File: config.mk
export PLATFORM = sky130hd
export DESIGN_NAME = cl_queue
export DESIGN_NICKNAME = d
export VERILOG_FILES = /design/src/rtl/core/cl_pkg.sv /design/src/rtl/core/cl_queue.sv
export SDC_FILE = /design/constraint.sdc
export NUM_CORES = 1
export LEC_CHECK = 0
export ABC_CLOCK_PERIOD_IN_PS = 5600
export BUFFER_PORTS_ARGS = -buffer_cell sky130_fd_sc_hd__buf_2
export CAP_MARGIN = 20
export CORE_MARGIN = 2
export CORE_UTILIZATION = 50
export DETAILED_ROUTE_END_ITERATION = 12
export PLACE_DENSITY_LB_ADDON = 0.25
export SLEW_MARGIN = 5
export SYNTH_ARGS = -nofsm -noshare
export SYNTH_HDL_FRONTEND = slang
export SYNTH_SLANG_ARGS = --single-unit
File: constraint.sdc
create_clock -name clk -period 5.6 [get_ports clk]
set_input_delay 1.12 -clock clk [delete_from_list [all_inputs] [get_ports clk]]
set_output_delay 1.12 -clock clk [all_outputs]
set_load 0.005 [all_outputs]
File: src/rtl/core/cl_pkg.sv
// Shared types and constants of the cell list maintenance block.
package cl_pkg;

    localparam int MAX_CELLS   = 4096;
    localparam int MAX_MEMBERS = 4096;
    localparam int CELL_W      = $clog2(MAX_CELLS);
    localparam int MEM_W       = $clog2(MAX_MEMBERS);
    localparam int POS_W       = 20;
    localparam int INV_W       = 16;
    localparam int COORD_W     = 10;
    localparam int OUT_CELL_W  = 12;

    // register indexes
    localparam logic [1:0] REG_CELLS_XY    = 2'd0;
    localparam logic [1:0] REG_CELLS_Z     = 2'd1;
    localparam logic [1:0] REG_INV_CELL_XY = 2'd2;
    localparam logic [1:0] REG_INV_CELL_Z  = 2'd3;

    // request modes
    localparam logic [1:0] MODE_CLEAR  = 2'd0;
    localparam logic [1:0] MODE_INSERT = 2'd1;
    localparam logic [1:0] MODE_MOVE   = 2'd2;

    // error codes
    localparam logic [1:0] ERR_OK      = 2'd0;
    localparam logic [1:0] ERR_RANGE   = 2'd1;
    localparam logic [1:0] ERR_MISSING = 2'd2;
    localparam logic [1:0] ERR_DUP     = 2'd3;

    typedef struct packed {
        logic [4:0]       cells_xy;
        logic [4:0]       cells_z;
        logic [INV_W-1:0] inv_xy;
        logic [INV_W-1:0] inv_z;
    } cfg_t;

    typedef struct packed {
        logic             valid;
        logic [MEM_W-1:0] idx;
    } entry_t;

    typedef enum logic [1:0] {
        OP_NONE   = 2'd0,
        OP_CLEAR  = 2'd1,
        OP_INSERT = 2'd2,
        OP_MOVE   = 2'd3
    } op_t;

    typedef struct packed {
        op_t                   op;
        logic [MEM_W-1:0]      member;
        logic [CELL_W-1:0]     dst_cell;
        logic [CELL_W-1:0]     src_cell;
        logic [OUT_CELL_W-1:0] res_cell;
        logic [1:0]            res_err;
    } cmd_t;

    typedef struct packed {
        logic full;
        logic empty;
    } q_stat_t;

    typedef struct packed {
        logic sweeping;
        logic pop;
    } b_stat_t;

endpackage

File: src/rtl/core/cl_queue.sv
// Two-entry command queue between front and back end.
module cl_queue (
    input  logic             clk,
    input  logic             rst_n,
    input  logic             push,
    input  cl_pkg::cmd_t     push_cmd,
    input  logic             pop,
    output cl_pkg::cmd_t     head_cmd,
    output cl_pkg::q_stat_t  q_stat
);

    cl_pkg::cmd_t slot_reg [2];
    logic         wr_ptr_reg, rd_ptr_reg;
    logic [1:0]   count_reg;

    assign head_cmd     = slot_reg[rd_ptr_reg];
    assign q_stat.full  = (count_reg == 2'd2);
    assign q_stat.empty = (count_reg == 2'd0);

    always_ff @(posedge clk or negedge rst_n)
    begin
        if (!rst_n)
        begin
            wr_ptr_reg <= 1'b0;
            rd_ptr_reg <= 1'b0;
            count_reg  <= 2'd0;
        end
        else
        begin
            if (push)
                wr_ptr_reg <= ~wr_ptr_reg;
            if (pop)
                rd_ptr_reg <= ~rd_ptr_reg;
            case ({push, pop})
                2'b10:   count_reg <= count_reg + 2'd1;
                2'b01:   count_reg <= count_reg - 2'd1;
                default: count_reg <= count_reg;
            endcase
        end
    end

    always_ff @(posedge clk)
    begin
        if (push)
            slot_reg[wr_ptr_reg] <= push_cmd;
    end

endmodule

* Word level (Yosys, flattened, before mapping)
Memory sizes are Yosys's and may differ from the RTL's. Index checks and enable logic that the tools add are counted.
Word-level totals: bits of input ports 56, ROM bits 0, latch bits 0, register bits 4, memories kept 1, memory bits (writable) 104, output and inout port bits 54, word-level logic and storage cells 16
Memories:
- slot_reg | depth 2, bits a word 52, rd ports 1, clocked after memory_dff 0, write ports 1, line cl_queue.sv:12 | cl_pkg::cmd_t slot_reg [2];
Cells by class: shift-type cells 0, div/mod/pow operators 0, bitwise gates (word level) 2, reduce and logical (&&, ||, !) cells 2, eq/ne operators 3, muxes and demuxes 3, $lt $le $gt $ge 0, multipliers 0, $add $sub $neg 2
Operators by type and width (number):
- == test 2 bit (second input constant) | 2
- case mux 2 bit (2 select lines) | 1
- adder 2 x 1 -> 2 bit (second input constant) | 1
- == test 2 x 1 -> 1 bit (second input constant) | 1
- zero test 2 bit | 1
- 2-to-1 mux 1 bit | 2
- NOT 1 bit | 2
- nonzero test 2 bit | 1
- subtractor 2 x 1 -> 2 bit (second input constant) | 1

* Depth between registers and ports, before layout
word-level depth 2, gate-level depth with buffers 5, mapped depth without buffers 5

* Worst setup path before layout
No wires, ideal clock.
kind input to register, start input port push, end memory slot_reg[0][0] in the netlist's numbering (enable), required time 5.137 ns, library setup time 0.463 ns, arrival 3.361 ns, cell stages on the path 2, setup slack 1.776 ns, path buffers 0, cells stage by stage inv_1 nor2_1
On the way: cells in the longest elaborated chain, start to end 2
Ends and longest elaborated chain:
- start, declared | line cl_queue.sv:5 | input logic push,
- 2-to-1 mux 1 bit | line cl_queue.sv:44 | if (push)
- 2-to-1 mux 1 bit (implied by the code) | line cl_queue.sv:45 | slot_reg[wr_ptr_reg] <= push_cmd;
- end, declared | line cl_queue.sv:12
No other way between the ends.

==> run summary <==
Syn Nets: 235
Clk pwr share: 18.5%
Reg power frac: 53.7%
Final Total Pwr: 2.27 mW
non-filler cells, final: 404
LEAKAGE: 2.01 nW
critical path fanouts, max: 53
cts hold-fix bufs: 0
Largest delay share family, worst path: flip-flops
utilization after layout: 60.6%
Worst-Skew Late Latency: 350 ps
Switching Power: 620 uW
number of flops mapped to enable cells by yosys: 104
Sink Count: 108
Die H: 95.5 um
leading area contributor after synthesis: edfxtp_1
Setup crit start kind: register
flops & latches, synth: 108
I/O pins: 110
Post-CTS Resized: 0
Main synth FF type: edfxtp_1
initial antenna violation count: 0
Post-Synthesis Cells: 178
largest net degree at the start of global routing: 54
DRC: 0
routed len/inst: 15.6 um
Avg Synthesized Cell Area: 23.5 um2
fin crit share: 55.2%
RSZ-0062 raised after global routing: no
CP max-delay cell: dfrtp_4
# setup viols final: 0
status: completed
Post-synth ARST share: 3.70%
fin crit period: 3090 ps
Fin Setup TNS: 0 ps
Rows: 33
Die Area: 9120 um2
Max H-tree Level: 3
Post-Synthesis Cell Area: 4190 um2
Placed Cells: 388
Seq/Total Area, Yosys: 77.0%
Final #Nets: 351
FILL cells: 634
max_slew headroom: 36.1%
core area: 8180 um2
cell count along the critical path: 2
DRT Pass-1 Iters: 4
Worst-Margin Slew: 958 ps
area grow syn2layout: 18.3%
vias in the first global route: 1965
multi-input combinational cell area: 858 um2
antenna-violating nets left: 0
Reg2Reg Depth: 2
Synth top area share: 74.6%
commonest cells in the netlist: 104 x edfxtp_1, 49 x mux2_4, 5 x buf_12, 4 x dfrtp_1
max-cap check violation count: 0
Hold Path Cell Cnt: 1
hpwl dp: 4040 um
WS Path Type: reg2out
CP Capture Type: output port
Num CTS Buffers: 9
Hold Path Class: reg2reg
largest cells by area after synthesis: edfxtp_1 75%, mux2_4 18%, buf_12 2.4%
CTS Buffer Depth: 2
gpl congestion: 0.647
Comb power frac: 27.8%
skew final: 11.3 ps
grt total ovfl: 0
Crit path required time: 4480 ps
Setup Buffers After CTS: 0
initial core utilization: 51.2%
hold violation count in the final report: 0
Power Density: 458 nW/um2
DIE WIDTH: 95.5 um
share of layout cells above drive strength 1: 60.9%
via count: 1949
Final Cell Area: 4950 um2
Global Route Usage Sum: 14.6%
Placed Area: 4780 um2
port bufs: 109
Max Slew Vio Count: 0
CTS tree: yes
register area: 3230 um2
DR iter-0 viols: 69
first-pass GRT wire length: 9640 um
max FFs per register: 104
Antenna Cells: 0
Via density: 4.82
count leader, synth: edfxtp_1
Int Pwr: 1.65 mW
Ys Warns: 0
WP buf/inv: 1
clk root buf: clkbuf_8
Cell variety after synth: 13
crit-path max cell delay: 1070 ps
switching share of total power: 27.3%
Data arrival, critical path: 1970 ps
crit-path cells: mux2_2 > buf_2
Clock transition at path regs: 90 ps
worst ir drop on vdd: 328 uV
fmax: 0.324 GHz
final WL: 6320 um
[per-layer routing]
metal  up-vias  track usage (%)  part of all wire, %
met3         6             2.92                  6.0
met2        66             23.9                   51
li1        925                -                    -
met5         -                0                    0
met1       952             18.6                   42
met4         0             7.14                  1.1
[cells by family after synthesis]
group,count (synthesis),share of synthesized area [%]
AND/OR/NAND/NOR,5,0.568
buffers and inverters,7,2.75
XOR/XNOR,5,1.05
multiplexers,52,18.4
adder cells (fa/ha/maj),1,0.299
flip-flops,108,77.0
[per-stage QoR]
step | worst slack [ps] | hold slack (ps)
detailed placement | 2810 | 489
global route | 2390 | 530
finish | 2510 | 503
CTS | 2440 | 508
floorplan | 1780 | 456
global placement | 2840 | 480
[power groups by stage]
stage	clock, mW	combinational (mW)	sequential (mW)
detailed placement	0	0.645	1.24
global route	0.469	0.689	1.24
floorplan	0	0.570	1.13
finish	0.419	0.631	1.22
global placement	0	0.643	1.24
CTS	0.435	0.648	1.23
[cells in the final DEF, fill, tap and decap left out, types with 2 or more instances in the layout]
cell      Yosys  routed
buf_2         0     109
buf_4         0       2
clkbuf_8      0       9
clkinv_2      0       3
dfrtp_1       4       3
edfxtp_1    104     104
inv_6         0       3
mux2_2        3       3
mux2_4       49      49
nor2_1        3       2
xnor2_1       2       2
xor2_1        3       3
[area by class of cell]
| type | count | share of cell area, % |
|---|---|---|
| clock inverter | 7 | 1.01 |
| timing repair buffer | 111 | 11.3 |
| sequential | 108 | 65.1 |
| multi-input combinational | 63 | 17.3 |
| inverter | 1 | 0.0758 |
| tap | 105 | 2.65 |
| clock buffer | 9 | 2.50 |
[final timing paths]
kind / from / end / slack, ps
hold / removal: count_reg[1] / count_reg[1] / 500
setup reg to reg: wr_ptr_reg / slot_reg[0][7] / 3710
min in group asynchronous: rst_n / count_reg[0] / 560
hold reg to reg: count_reg[1] / count_reg[1] / 500
max in group asynchronous: rst_n / rd_ptr_reg / 4900
setup / recovery: rd_ptr_reg / head_cmd[50] / 2510
[worst register-to-register path: stages (launching register included)]
cell and delay (ps):
dfrtp_1 440, nor2_4 610, buf_4 500
Power figures use the tool's default switching activity.
